### src/hw/rtl/sha1_block_compression_assert.svh
// Assertion macros shared by the SHA-1 compression RTL.
// Expects i_clk and i_rst_n in the scope of each use.
`ifndef SHA1_BLOCK_COMPRESSION_ASSERT_SVH
`define SHA1_BLOCK_COMPRESSION_ASSERT_SVH

// Same-cycle implication, checked outside reset
`define SHA1C_ASSERT_NOW(label, ante, cons) \
    label: assert property (@(posedge i_clk) disable iff (!i_rst_n) (ante) |-> (cons)) \
        else $error("sha1c assertion failed");

// Next-cycle implication, checked outside reset
`define SHA1C_ASSERT_NEXT(label, ante, cons) \
    label: assert property (@(posedge i_clk) disable iff (!i_rst_n) (ante) |=> (cons)) \
        else $error("sha1c assertion failed");

`endif

### src/hw/rtl/sha1c_pkg.sv
// Package for the SHA-1 block compression engine: payload types,
// initial chaining value, round key resets and rotate helpers. No dependencies.
`default_nettype none

package sha1c_pkg;

    localparam int WORD_W      = 32;
    localparam int NUM_CHAIN   = 5;
    localparam int NUM_KEYS    = 4;
    localparam int APB_ADDR_W  = 4;
    localparam int QUEUE_DEPTH = 2;

    typedef logic [WORD_W-1:0] t_word;

    localparam t_word INIT_CHAIN [NUM_CHAIN] = '{
        32'h67452301, 32'hEFCDAB89, 32'h98BADCFE, 32'h10325476, 32'hC3D2E1F0
    };
    localparam t_word KEY_RESET [NUM_KEYS] = '{
        32'h5A827999, 32'h6ED9EBA1, 32'h8F1BBCDC, 32'hCA62C1D6
    };

    // Round numbering
    localparam logic [3:0] WORD_FIRST  = 4'd0;
    localparam logic [3:0] WORD_LAST   = 4'd15;
    localparam logic [6:0] ROUND_SCHED = 7'd16;
    localparam logic [6:0] ROUND_B1    = 7'd20;
    localparam logic [6:0] ROUND_B2    = 7'd40;
    localparam logic [6:0] ROUND_B3    = 7'd60;
    localparam logic [6:0] ROUND_LAST  = 7'd79;
    localparam logic [2:0] DIG_LAST    = 3'd4;

    // Input word on the message channel
    typedef struct packed {
        t_word message_word;
        logic  start_message;
    } t_msg_word;

    // Result word on the digest channel
    typedef struct packed {
        t_word      digest_word;
        logic [2:0] digest_index;
        logic       digest_last;
    } t_dig_word;

    // Classified word passed from front to back
    typedef struct packed {
        t_word      word;
        logic       start;
        logic [3:0] idx;
    } t_blk_item;

    function automatic t_word rotl1(input t_word x);
        return {x[WORD_W-2:0], x[WORD_W-1]};
    endfunction

    function automatic t_word rotl5(input t_word x);
        return {x[WORD_W-6:0], x[WORD_W-1:WORD_W-5]};
    endfunction

    function automatic t_word rotl30(input t_word x);
        return {x[1:0], x[WORD_W-1:2]};
    endfunction

endpackage

`default_nettype wire

### src/hw/rtl/sha1c_stream_if.sv
// Valid/ready stream interfaces for the message and digest channels.
// Depends on sha1c_pkg for the payload types.
`default_nettype none

interface sha1c_msg_if import sha1c_pkg::*; ();
    logic      valid;
    logic      ready;
    t_msg_word data;
    modport source (output valid, output data, input ready);
    modport sink   (input valid, input data, output ready);
endinterface

interface sha1c_dig_if import sha1c_pkg::*; ();
    logic      valid;
    logic      ready;
    t_dig_word data;
    modport source (output valid, output data, input ready);
    modport sink   (input valid, input data, output ready);
endinterface

`default_nettype wire

### src/hw/rtl/sha1_block_compression.sv
// Top level of the SHA-1 block compression engine: round key registers on APB,
// front end, queue and round engine. Depends on sha1c_pkg, the stream interfaces,
// sha1c_front, sha1c_queue and sha1c_back.
//
//   Channel   Dir   Handshake       Payload
//   i_msg     in    valid/ready     message_word[31:0], start_message
//   o_dig     out   valid/ready     digest_word[31:0], digest_index[2:0], digest_last
//   APB       in    psel/penable    round_key_0..3 at byte addresses 0, 4, 8, 12
//
// For a block of 16 words, rounds 0..15 run one per cycle as words leave the
// queue, 64 more rounds follow on the schedule shift line, a final state adds into
// the chaining value and the digest output register is loaded with the five
// digest words in turn. All rounds share the single round adder chain.
// Reset is synchronous: keys and chaining value return to their standard values.
// While the engine runs rounds, adds or emits, words fill the queue and then stall.
`default_nettype none

module sha1_block_compression import sha1c_pkg::*; #(
    parameter int QUEUE_DEPTH_P = QUEUE_DEPTH
) (
    input  wire logic                  i_clk,
    input  wire logic                  i_rst_n,
    sha1c_msg_if.sink                  i_msg,
    sha1c_dig_if.source                o_dig,
    input  wire logic                  psel,
    input  wire logic                  penable,
    input  wire logic                  pwrite,
    input  wire logic [APB_ADDR_W-1:0] paddr,
    input  wire logic [WORD_W-1:0]     pwdata,
    output logic      [WORD_W-1:0]     prdata,
    output logic                       pready
);

    t_word     r_key [NUM_KEYS];
    logic      cfg_wr;
    t_blk_item push_item;
    logic      push_valid;
    logic      push_ready;
    t_blk_item pop_item;
    logic      pop_valid;
    logic      pop_ready;

    // Write round keys in the APB access phase
    assign pready = 1'b1;
    assign cfg_wr = psel && penable && pwrite;
    assign prdata = r_key[paddr[3:2]];

    always_ff @(posedge i_clk) begin
        if (!i_rst_n) begin
            for (int i = 0; i < NUM_KEYS; i++) begin
                r_key[i] <= KEY_RESET[i];
            end
        end else if (cfg_wr) begin
            r_key[paddr[3:2]] <= pwdata;
        end
    end

    sha1c_front u_front (
        .i_clk        (i_clk),
        .i_rst_n      (i_rst_n),
        .i_msg        (i_msg),
        .o_item       (push_item),
        .o_item_valid (push_valid),
        .i_item_ready (push_ready)
    );

    sha1c_queue #(
        .DEPTH (QUEUE_DEPTH_P)
    ) u_queue (
        .i_clk        (i_clk),
        .i_rst_n      (i_rst_n),
        .i_push_item  (push_item),
        .i_push_valid (push_valid),
        .o_push_ready (push_ready),
        .o_pop_item   (pop_item),
        .o_pop_valid  (pop_valid),
        .i_pop_ready  (pop_ready)
    );

    sha1c_back u_back (
        .i_clk        (i_clk),
        .i_rst_n      (i_rst_n),
        .i_keys       (r_key),
        .i_item       (pop_item),
        .i_item_valid (pop_valid),
        .o_item_ready (pop_ready),
        .o_dig        (o_dig)
    );

endmodule

`default_nettype wire

### src/hw/rtl/sha1c_front.sv
// Front end: accepts message words, tracks the position within the block.
// Depends on sha1c_pkg and sha1c_msg_if.
`default_nettype none

module sha1c_front import sha1c_pkg::*; (
    input  wire logic      i_clk,
    input  wire logic      i_rst_n,
    sha1c_msg_if.sink      i_msg,
    output t_blk_item      o_item,
    output logic           o_item_valid,
    input  wire logic      i_item_ready
);

    logic [3:0] r_word_count;
    logic [3:0] n_word_count;
    logic [3:0] cur_idx;
    logic       accept;

    // Pass words straight into the queue; a start restarts the block
    assign i_msg.ready  = i_item_ready;
    assign o_item_valid = i_msg.valid;
    assign accept       = i_msg.valid && i_item_ready;
    assign cur_idx      = i_msg.data.start_message ? WORD_FIRST : r_word_count;

    always_comb begin
        o_item.word  = i_msg.data.message_word;
        o_item.start = i_msg.data.start_message;
        o_item.idx   = cur_idx;
    end

    // Advance the word position, wrapping after sixteen
    assign n_word_count = accept ? (cur_idx + 4'd1) : r_word_count;

    always_ff @(posedge i_clk) begin
        if (!i_rst_n) begin
            r_word_count <= WORD_FIRST;
        end else begin
            r_word_count <= n_word_count;
        end
    end

endmodule

`default_nettype wire

### src/hw/rtl/sha1c_queue.sv
// Short FIFO that decouples the front end from the round engine.
// Depends on sha1c_pkg for the item type.
`default_nettype none

module sha1c_queue import sha1c_pkg::*; #(
    parameter int DEPTH = QUEUE_DEPTH
) (
    input  wire logic      i_clk,
    input  wire logic      i_rst_n,
    input  wire t_blk_item i_push_item,
    input  wire logic      i_push_valid,
    output logic           o_push_ready,
    output t_blk_item      o_pop_item,
    output logic           o_pop_valid,
    input  wire logic      i_pop_ready
);

    localparam int AW = (DEPTH > 1) ? $clog2(DEPTH) : 1;
    localparam int CW = $clog2(DEPTH + 1);

    t_blk_item       r_mem [DEPTH];
    logic [AW-1:0]   r_wr_ptr;
    logic [AW-1:0]   r_rd_ptr;
    logic [CW-1:0]   r_count;
    logic [AW-1:0]   n_wr_ptr;
    logic [AW-1:0]   n_rd_ptr;
    logic [CW-1:0]   n_count;
    logic            push;
    logic            pop;

    assign o_push_ready = (r_count != CW'(DEPTH));
    assign o_pop_valid  = (r_count != '0);
    assign o_pop_item   = r_mem[r_rd_ptr];
    assign push         = i_push_valid && o_push_ready;
    assign pop          = o_pop_valid && i_pop_ready;

    // Advance pointers with wrap at the queue depth
    always_comb begin
        n_wr_ptr = r_wr_ptr;
        n_rd_ptr = r_rd_ptr;
        n_count  = r_count;
        if (push) begin
            n_wr_ptr = (r_wr_ptr == AW'(DEPTH - 1)) ? '0 : r_wr_ptr + AW'(1);
        end
        if (pop) begin
            n_rd_ptr = (r_rd_ptr == AW'(DEPTH - 1)) ? '0 : r_rd_ptr + AW'(1);
        end
        if (push && !pop) begin
            n_count = r_count + CW'(1);
        end else if (pop && !push) begin
            n_count = r_count - CW'(1);
        end
    end

    always_ff @(posedge i_clk) begin
        if (!i_rst_n) begin
            r_wr_ptr <= '0;
            r_rd_ptr <= '0;
            r_count  <= '0;
        end else begin
            r_wr_ptr <= n_wr_ptr;
            r_rd_ptr <= n_rd_ptr;
            r_count  <= n_count;
        end
    end

    // Hold storage; write at the tail
    always_ff @(posedge i_clk) begin
        if (push) begin
            r_mem[r_wr_ptr] <= i_push_item;
        end
    end

endmodule

`default_nettype wire

### src/hw/rtl/sha1c_back.sv
// Round engine: one SHA-1 round per cycle unless starved, 16-word schedule line,
// chaining update and digest output register. Depends on sha1c_pkg, sha1c_dig_if.
`default_nettype none
`include "sha1_block_compression_assert.svh"

module sha1c_back import sha1c_pkg::*; (
    input  wire logic      i_clk,
    input  wire logic      i_rst_n,
    input  wire t_word     i_keys [NUM_KEYS],
    input  wire t_blk_item i_item,
    input  wire logic      i_item_valid,
    output logic           o_item_ready,
    sha1c_dig_if.source    o_dig
);

    typedef enum logic [3:0] {
        ST_LOAD  = 4'b0001,
        ST_ROUND = 4'b0010,
        ST_FINAL = 4'b0100,
        ST_EMIT  = 4'b1000
    } t_back_state;

    t_back_state r_state, n_state;
    logic [6:0]  r_round, n_round;
    logic [2:0]  r_emit_idx, n_emit_idx;
    logic        r_out_valid, n_out_valid;
    t_dig_word   r_out;
    t_word       r_chain [NUM_CHAIN];
    t_word       r_w [16];
    t_word       r_a, r_b, r_c, r_d, r_e;

    logic        pop;
    logic        first;
    logic        load_out;
    logic        round_en;
    logic        blk_done;
    logic        sched_start;
    logic        rounds_done;
    logic        out_is_last;
    logic [6:0]  t_num;
    t_word       a_in, b_in, c_in, d_in, e_in;
    t_word       w_in, w_new, f_val, k_val, tmp;

    assign o_item_ready = (r_state == ST_LOAD);
    assign pop          = i_item_valid && o_item_ready;
    assign first        = (r_state == ST_LOAD) && (i_item.idx == WORD_FIRST);
    assign round_en     = pop || (r_state == ST_ROUND);
    assign load_out     = (r_state == ST_EMIT) && (!r_out_valid || o_dig.ready);
    assign blk_done     = pop && (i_item.idx == WORD_LAST);
    assign sched_start  = (r_state == ST_ROUND) && (r_round == ROUND_SCHED);
    assign rounds_done  = (r_state == ST_ROUND) && (r_round == ROUND_LAST);
    assign out_is_last  = (r_out.digest_index == DIG_LAST);

    // Select round inputs: chaining value on a block's first word
    always_comb begin
        if (first) begin
            a_in = i_item.start ? INIT_CHAIN[0] : r_chain[0];
            b_in = i_item.start ? INIT_CHAIN[1] : r_chain[1];
            c_in = i_item.start ? INIT_CHAIN[2] : r_chain[2];
            d_in = i_item.start ? INIT_CHAIN[3] : r_chain[3];
            e_in = i_item.start ? INIT_CHAIN[4] : r_chain[4];
        end else begin
            a_in = r_a;
            b_in = r_b;
            c_in = r_c;
            d_in = r_d;
            e_in = r_e;
        end
        w_new = rotl1(r_w[13] ^ r_w[8] ^ r_w[2] ^ r_w[0]);
        w_in  = (r_state == ST_LOAD) ? i_item.word : w_new;
        t_num = (r_state == ST_LOAD) ? {3'b000, i_item.idx} : r_round;
    end

    // Round function and key by round group
    always_comb begin
        if (t_num < ROUND_B1) begin
            f_val = (b_in & c_in) | (~b_in & d_in);
            k_val = i_keys[0];
        end else if (t_num < ROUND_B2) begin
            f_val = b_in ^ c_in ^ d_in;
            k_val = i_keys[1];
        end else if (t_num < ROUND_B3) begin
            f_val = (b_in & c_in) | (b_in & d_in) | (c_in & d_in);
            k_val = i_keys[2];
        end else begin
            f_val = b_in ^ c_in ^ d_in;
            k_val = i_keys[3];
        end
        tmp = rotl5(a_in) + f_val + e_in + k_val + w_in;
    end

    // Sequence load, rounds, chaining add and emit
    always_comb begin
        n_state     = r_state;
        n_round     = r_round;
        n_emit_idx  = r_emit_idx;
        n_out_valid = r_out_valid;
        if (r_out_valid && o_dig.ready) begin
            n_out_valid = 1'b0;
        end
        unique case (r_state)
            ST_LOAD: begin
                if (blk_done) begin
                    n_state = ST_ROUND;
                    n_round = ROUND_SCHED;
                end
            end
            ST_ROUND: begin
                n_round = r_round + 7'd1;
                if (r_round == ROUND_LAST) begin
                    n_state = ST_FINAL;
                end
            end
            ST_FINAL: begin
                n_state    = ST_EMIT;
                n_emit_idx = 3'd0;
            end
            ST_EMIT: begin
                if (load_out) begin
                    n_out_valid = 1'b1;
                    n_emit_idx  = r_emit_idx + 3'd1;
                    if (r_emit_idx == DIG_LAST) begin
                        n_state = ST_LOAD;
                    end
                end
            end
            default: begin
                n_state = ST_LOAD;
            end
        endcase
    end

    always_ff @(posedge i_clk) begin
        if (!i_rst_n) begin
            r_state     <= ST_LOAD;
            r_round     <= '0;
            r_emit_idx  <= '0;
            r_out_valid <= 1'b0;
        end else begin
            r_state     <= n_state;
            r_round     <= n_round;
            r_emit_idx  <= n_emit_idx;
            r_out_valid <= n_out_valid;
        end
    end

    // Hold the chaining value; reload on start, add working vars after a block
    always_ff @(posedge i_clk) begin
        if (!i_rst_n) begin
            for (int i = 0; i < NUM_CHAIN; i++) begin
                r_chain[i] <= INIT_CHAIN[i];
            end
        end else if (pop && first && i_item.start) begin
            for (int i = 0; i < NUM_CHAIN; i++) begin
                r_chain[i] <= INIT_CHAIN[i];
            end
        end else if (r_state == ST_FINAL) begin
            r_chain[0] <= r_chain[0] + r_a;
            r_chain[1] <= r_chain[1] + r_b;
            r_chain[2] <= r_chain[2] + r_c;
            r_chain[3] <= r_chain[3] + r_d;
            r_chain[4] <= r_chain[4] + r_e;
        end
    end

    // While round_en, advance working vars and schedule line one round per cycle
    always_ff @(posedge i_clk) begin
        if (round_en) begin
            r_a <= tmp;
            r_b <= a_in;
            r_c <= rotl30(b_in);
            r_d <= c_in;
            r_e <= d_in;
            for (int i = 0; i < 15; i++) begin
                r_w[i] <= r_w[i+1];
            end
            r_w[15] <= w_in;
        end
    end

    // Load the output register with the next digest word
    always_ff @(posedge i_clk) begin
        if (load_out) begin
            r_out.digest_word  <= r_chain[r_emit_idx];
            r_out.digest_index <= r_emit_idx;
            r_out.digest_last  <= (r_emit_idx == DIG_LAST);
        end
    end

    assign o_dig.valid = r_out_valid;
    assign o_dig.data  = r_out;

    `SHA1C_ASSERT_NEXT(a_block_starts_rounds, blk_done, sched_start)
    `SHA1C_ASSERT_NEXT(a_rounds_end_in_final, rounds_done, r_state == ST_FINAL)
    `SHA1C_ASSERT_NOW(a_digest_index_range, r_out_valid, r_out.digest_index <= DIG_LAST)
    `SHA1C_ASSERT_NOW(a_last_on_final_word, r_out_valid, r_out.digest_last == out_is_last)

endmodule

`default_nettype wire

### src/flat_wrapper.sv
// flat-port wrapper written by rule: the top's interface ports become plain ports
module sha1_block_compression_flat import sha1c_pkg::*;
#(
    parameter int QUEUE_DEPTH_P = QUEUE_DEPTH
)
  (i_clk, i_rst_n, psel, penable, pwrite, paddr, pwdata, prdata, pready, i_msg_valid, i_msg_data, i_msg_ready, o_dig_valid, o_dig_data, o_dig_ready);
  sha1c_msg_if i_msg_i ();
  sha1c_dig_if o_dig_i ();
  input  wire logic i_clk;
  input  wire logic i_rst_n;
  input  wire logic psel;
  input  wire logic penable;
  input  wire logic pwrite;
  input  wire logic [APB_ADDR_W-1:0] paddr;
  input  wire logic [WORD_W-1:0] pwdata;
  output logic      [WORD_W-1:0] prdata;
  output logic pready;
  input wire logic [$bits(i_msg_i.valid)-1:0] i_msg_valid;
  input wire logic [$bits(i_msg_i.data)-1:0] i_msg_data;
  output wire logic [$bits(i_msg_i.ready)-1:0] i_msg_ready;
  output wire logic [$bits(o_dig_i.valid)-1:0] o_dig_valid;
  output wire logic [$bits(o_dig_i.data)-1:0] o_dig_data;
  input wire logic [$bits(o_dig_i.ready)-1:0] o_dig_ready;
  assign i_msg_i.valid = i_msg_valid;
  assign i_msg_i.data = i_msg_data;
  assign i_msg_ready = i_msg_i.ready;
  assign o_dig_valid = o_dig_i.valid;
  assign o_dig_data = o_dig_i.data;
  assign o_dig_i.ready = o_dig_ready;
  sha1_block_compression #(.QUEUE_DEPTH_P(QUEUE_DEPTH_P)) u_core (.i_clk(i_clk), .i_rst_n(i_rst_n), .i_msg(i_msg_i), .o_dig(o_dig_i), .psel(psel), .penable(penable), .pwrite(pwrite), .paddr(paddr), .pwdata(pwdata), .prdata(prdata), .pready(pready));
endmodule
### config.mk
export PLATFORM = sky130hd
export DESIGN_NAME = sha1_block_compression_flat
export DESIGN_NICKNAME = d
export VERILOG_FILES = /design/src/hw/rtl/sha1c_pkg.sv /design/src/hw/rtl/sha1c_stream_if.sv /design/src/hw/rtl/sha1_block_compression.sv /design/src/hw/rtl/sha1c_front.sv /design/src/hw/rtl/sha1c_queue.sv /design/src/hw/rtl/sha1c_back.sv /design/src/flat_wrapper.sv
export VERILOG_INCLUDE_DIRS = /design/src /design/src/hw/rtl
export SDC_FILE = /design/constraint.sdc
export NUM_CORES = 2
export LEC_CHECK = 0
export BUFFER_PORTS_ARGS = -buffer_cell sky130_fd_sc_hd__buf_4
export CORE_ASPECT_RATIO = 1.75
export CORE_MARGIN = 3
export CORE_UTILIZATION = 56
export CTS_BUF_LIST = sky130_fd_sc_hd__clkbuf_16
export CTS_CLUSTER_SIZE = 8
export DETAILED_ROUTE_END_ITERATION = 8
export HOLD_SLACK_MARGIN = 0.03
export PLACE_DENSITY = 0.76
export SKIP_CTS_REPAIR_TIMING = 1
export SYNTH_ARGS = -nofsm -noshare
export SYNTH_HDL_FRONTEND = slang
export SYNTH_SLANG_ARGS = --single-unit
### constraint.sdc
create_clock -name i_clk -period 16.6 [get_ports i_clk]
set_input_delay 2.49 -clock i_clk [delete_from_list [all_inputs] [get_ports i_clk]]
set_output_delay 2.49 -clock i_clk [all_outputs]
set_load 0.05 [all_outputs]
# [Word-level counts from Yosys, hierarchy flattened]
# Memory sizes are Yosys's and may differ from the RTL's. A register that Yosys moved wholly into a read port is not among the register bits.
# Cells that the tools add are included.
# Widths: inputs -> output; s select.
[word_totals] regBits=315 mem_bits_rw=746 input_bits=76 out_inout_bits=71 memories=3
[mem_list] name="u_core.u_back.r_w" words=16 word_bits=32 read_ports=16 rd_clocked_by_memory_dff=0 wr=16 line="sha1c_back.sv:29" source="t_word r_w [16];"
[mem_list] name="u_core.u_back.r_chain" words=5 word_bits=32 read_ports=6 rd_clocked_by_memory_dff=1 wr=5 line="sha1c_back.sv:28" source="t_word r_chain [NUM_CHAIN];"
[mem_list] name="u_core.u_queue.r_mem" words=2 word_bits=37 read_ports=1 rd_clocked_by_memory_dff=1 wr=1 line="sha1c_queue.sv:21" source="t_blk_item r_mem [DEPTH];"
[op_classes] n_addsub=16 n_lt_le_gt_ge=5 n_eq_ne=12 muxes=65 n_bitwise=24 reduce_logical=26
[op_table] op="$mux 32" count=30
[op_table] op="$add 32x32->32" count=9
[op_table] op="$xor 32x32->32" count=5
[op_table] op="$and 32x32->32" count=4
[op_table] op="$bwmux 128" count=1
[op_table] op="$or 32x32->32" count=3
[op_table] op="$bmux 32 s2" count=1
[op_table] op="$demux 32 s2" count=1
[op_table] op="$not 32->32" count=1
[op_table] op="$mux 4" count=5
[op_table] op="$mux 1" count=19
[op_table] op="$pmux 4 s4" count=1
[op_table] op="$lt 7x6->1 const B" count=2
[op_table] op="$mux 7" count=2
[op_table] op="$pmux 7 s2" count=1
[op_table] op="$logic_and 1x1->1" count=13
[op_table] op="$or 1x1->1" count=10
[op_table] op="$eq 4x4->1 const B" count=2
[op_table] op="$reduce_bool 2->1" count=4
[op_table] op="$add 7x1->7 const B" count=1
[op_table] op="$eq 7x7->1 const B" count=1
[op_table] op="$lt 7x5->1 const B" count=1
[op_table] op="$ne 2x2->1 const B" count=3
[op_table] op="$pmux 3 s2" count=1
[op_table] op="other kinds (20)" count=27

# [Logic depth before layout (Yosys ltp)]
[depth] depth_word=13 ltp_mapped=28 depth_no_buf=26

# [Hierarchy]
# Synthesis repeated with hierarchy kept, for this count alone.
[unflattened] hier_cells=4505 hier_area_um2=55236.7
[modules_own_cells] mod="sha1c_back" instances=1 cells_per_inst=3742 area_per_inst_um2=46105.5
[modules_own_cells] mod="sha1_block_compression" instances=1 cells_per_inst=563 area_per_inst_um2=5733.0
[modules_own_cells] mod="sha1c_queue" instances=1 cells_per_inst=139 area_per_inst_um2=2909.0
[modules_own_cells] mod="sha1c_front" instances=1 cells_per_inst=61 area_per_inst_um2=489.2

# [Worst setup path after synthesis]
# OpenSTA, ideal clock, no wires.
[synth_timing] path_type="register -> register" start="register u_core.u_back.r_state[0]" end="register u_core.u_back.r_a[0], enable pin" arrival_time_ps=11690 required_ps=11902 setup_slack_ps=212 stages_incl_launch_ff=5 path_buffers=1 period_less_slack_ps=16388 path_cell_list="dfxtp_1 > nor4b_2 > buf_2 > o21ai_0 > nand2_1"
[synth_between] elab_chain_len=3 elab_cells_between_ends=4
[synth_lines] item="start, declared" line="sha1c_back.sv:23" source="t_back_state r_state, n_state;"
[synth_lines] item="start signal, assigned" line="sha1c_back.sv:140" source="r_state <= n_state;"
[synth_lines] item="$eq 4x1->1" line="sha1c_back.sv:44" source="assign o_item_ready = (r_state == ST_LOAD);"
[synth_lines] item="$logic_and 1x1->1" line="sha1c_back.sv:45" source="assign pop = i_item_valid && o_item_ready;"
[synth_lines] item="$logic_or 1x1->1 *" line="sha1c_back.sv:47" source="assign round_en = pop || (r_state == ST_ROUND);"
[synth_lines] item="net u_core.u_back.round_en" line="sha1c_back.sv:35" source="logic round_en;"
[synth_lines] item="end signal, assigned" line="sha1c_back.sv:169" source="r_a <= tmp;"
[synth_lines] item="end, declared" line="sha1c_back.sv:30" source="t_word r_a, r_b, r_c, r_d, r_e;"
# The timed path passes the listed nets; every way through them passes the cells marked *.
# A chain may end at the register's enable or synchronous reset.

==> results.ini <==
[outcome]
status = complete, no violations

[die]
die_y_um = 417
die_w_um = 241
pin_count = 147
core_area_um2 = 95500
start_util_pct = 56.5
std_cell_rows = 150
die-area_um2 = 100000

[place]
port_buffers = 143
dp_hpwl_mm = 93.5
gp_congestion = 0.963

[cells_and_area]
fillCellCount = 7144
fin_nets = 5064
layout-drive-gt1-share_pct = 10.7
mostFrequentLayoutCell = edfxtp_1
diodes = 0
final_cell_mix = edfxtp_1, nand2_1, a21oi_1
area_growth_pct = 12.2

[setup_path]
cp_num_buf_inv = 3
crit_chain = buf_4 -> nand2_1 -> a21boi_4 -> buf_4 -> o21ai_1 -> o21ai_0 -> nor2_1 -> a21o_1 -> a221oi_1 -> fa_1 -> fa_1 -> inv_1 -> ha_1 -> fa_1 -> a21oi_1 -> o22ai_1 -> o211a_1 -> a211oi_1 -> o211ai_1 -> nand3_1 -> nand4_1 -> a31o_2 -> a21oi_1 -> xnor2_1
crit_path_frequent_cell = fa_1
r2r_slack_ns = 8.35
max_stage_delay_ns = 0.99
arrival_ns = 8.76
critPathSlowestCell = a21boi_4
start_kind = register
crit_type = register to register
path_max_fanout = 71
critPathCaptureType = register
required_ns = 17.12
crit_family = compound AO/OA/AOI/OAI gates

[drt]
drt_first_pass_iters = 7
drc = 0
drtAntennaViolNets = 0
first_iter_violations = 3323
num_vias = 36700
via_per_inst = 6.20
routed_wl_mm = 140
wl_per_cell_um = 23.7

[cts]
cts_sinks = 1094
htree_levels = 4
path_clk_slew_ns = 0.05
cts_inserted_buffers = 154
clk_path_buf_depth = 3
tritoncts = done
clock_latency_ns = 0.77
clock-root-buffer = clkbuf_16

[synth]
synth-seq-cells = 1094
synth_cell_types = 89
synth-async-reset-ratio_pct = 0
yosysWarnings = 0
synth_edf_count = 942
synth_area_per_cell_um2 = 12.0
syn_inst = 4504
syn_area_um2 = 54000
syn_nets = 4901
ys_seq_area_share_pct = 58.0
ys.flop_type = edfxtp_1

[grt]
grt_max_degree = 211
antenna_found_initial = 1
gr-total-overflow = 0
grt_pass1_vias = 37100
grt_pass1_wl_mm = 213
grt_use_total_pct = 28.2

[timing]
whs_ns = 0.404
rsz0062_at_grt = no
setup_tns_ns = 0
finalSetupViolations = 0
fin_crit_sh_pct = 49.7
tightest_slew_ns = 1.31
report.final.slew_viol_count = 0
hold_viol = 0
fmax_ghz = 0.121
fin_skew_ns = 0.0304
period_needed_ns = 8.25
maxSlewHeadroom_pct = 12.3

[worst_hold_path]
hold_class = register to register

[run]
drv_cap = 0

-- worst register-to-register path, stage by stage (launching register included) --
cell	delay [ns]
dfxtp_2	0.32
buf_4	0.52
nand2_1	0.26
a21boi_4	0.99
buf_4	0.81
o21ai_1	0.14
o21ai_0	0.39
nor2_1	0.12
a21o_1	0.21
a221oi_1	0.37
fa_1	0.48
fa_1	0.49
inv_1	0.04
ha_1	0.22
fa_1	0.47
a21oi_1	0.22
o22ai_1	0.15
o211a_1	0.30
a211oi_1	0.45
o211ai_1	0.21
nand3_1	0.14
nand4_1	0.12
a31o_2	0.25
a21oi_1	0.26
xnor2_1	0.09
-- stage by stage --
step / setup slack (ns) / util (%) / instance area, um2 / instances
after CTS: 8.23 / 63.4 / 60600 / 5912
after floorplan: 0.212 / - / 54000 / 4504
after global routing: 7.65 / 63.4 / 60600 / 5913
after global placement: 8.26 / 59.0 / 56300 / 5726
after detailed placement: 8.23 / 59.0 / 56300 / 5726
final: 8.35 / 63.4 / 60600 / 5913
-- synth_stat cells (64+ instances only) --
cell | number | area [um2]
a21o_1 | 95 | 713
a21oi_1 | 264 | 1320
clkbuf_1 | 138 | 518
dfxtp_1 | 152 | 3040
edfxtp_1 | 942 | 28300
fa_1 | 114 | 2280
ha_1 | 207 | 2590
inv_1 | 188 | 706
mux2i_1 | 88 | 881
mux4_2 | 64 | 1440
nand2_1 | 758 | 2850
nand3_1 | 207 | 1040
nor2_1 | 247 | 927
o21ai_0 | 189 | 946
xnor2_1 | 171 | 1500
xor2_1 | 102 | 893
-- cell type report --
cell class	count	area (um2)	share of cell area (%)
clock inverters	26	239	0.394
inverters	191	717	1.18
clock buffers	160	4000	6.61
repair buffers	187	1410	2.33
well taps	1216	1520	2.51
multi-input cells	3039	21400	35.2
flip-flops and latches	1094	31300	51.7
-- sequential cells by signal (all words and copies together), names as in the netlist, 36 cells and up, named ones only --
register	count
u_core.u_back.o_dig.data	36
u_core.u_queue.r_mem	74
u_core.u_back.r_w	512
u_core.r_key	128
u_core.u_back.r_chain	160
-- cells by family (layout without fill, tap and decap cells) --
group                    Yosys count  after routing  share of synthesized area (%)
AO/OA/AOI/OAI                    814            814                           9.26
XOR/XNOR                         273            273                           4.43
adder cells (fa/ha/maj)          322            322                           9.04
buffers and inverters            371            564                           2.62
flip-flops                      1094           1094                           58.0
multiplexers                     186            186                           5.01
other                              1              1                        0.00695
AND/OR/NAND/NOR                 1443           1443                           11.6
-- layer usage --
layer,global-route usage (%),vias up,share of wire [%]
li1,-,16500,-
met1,34.0,18000,37
met4,19.4,0,7.8
met5,0,-,0
met2,45.9,1674,49
met3,5.12,496,6.9
-- final timing paths --
check | from | cells past startpoint | end
hold reg to reg | u_core.u_back.r_w[1][67] | 0 | u_core.u_back.r_w[1][35]
setup reg to reg | register | 24 | u_core.u_back.r_a[31]
hold / removal | u_core.u_back.r_w[1][67] | 0 | u_core.u_back.r_w[1][35]
setup / recovery | register | 24 | u_core.u_back.r_a[31]
Power is left out: the tool's default activity adds up to more than one toggle a clock period on the data nets, which glitch-free logic cannot reach.
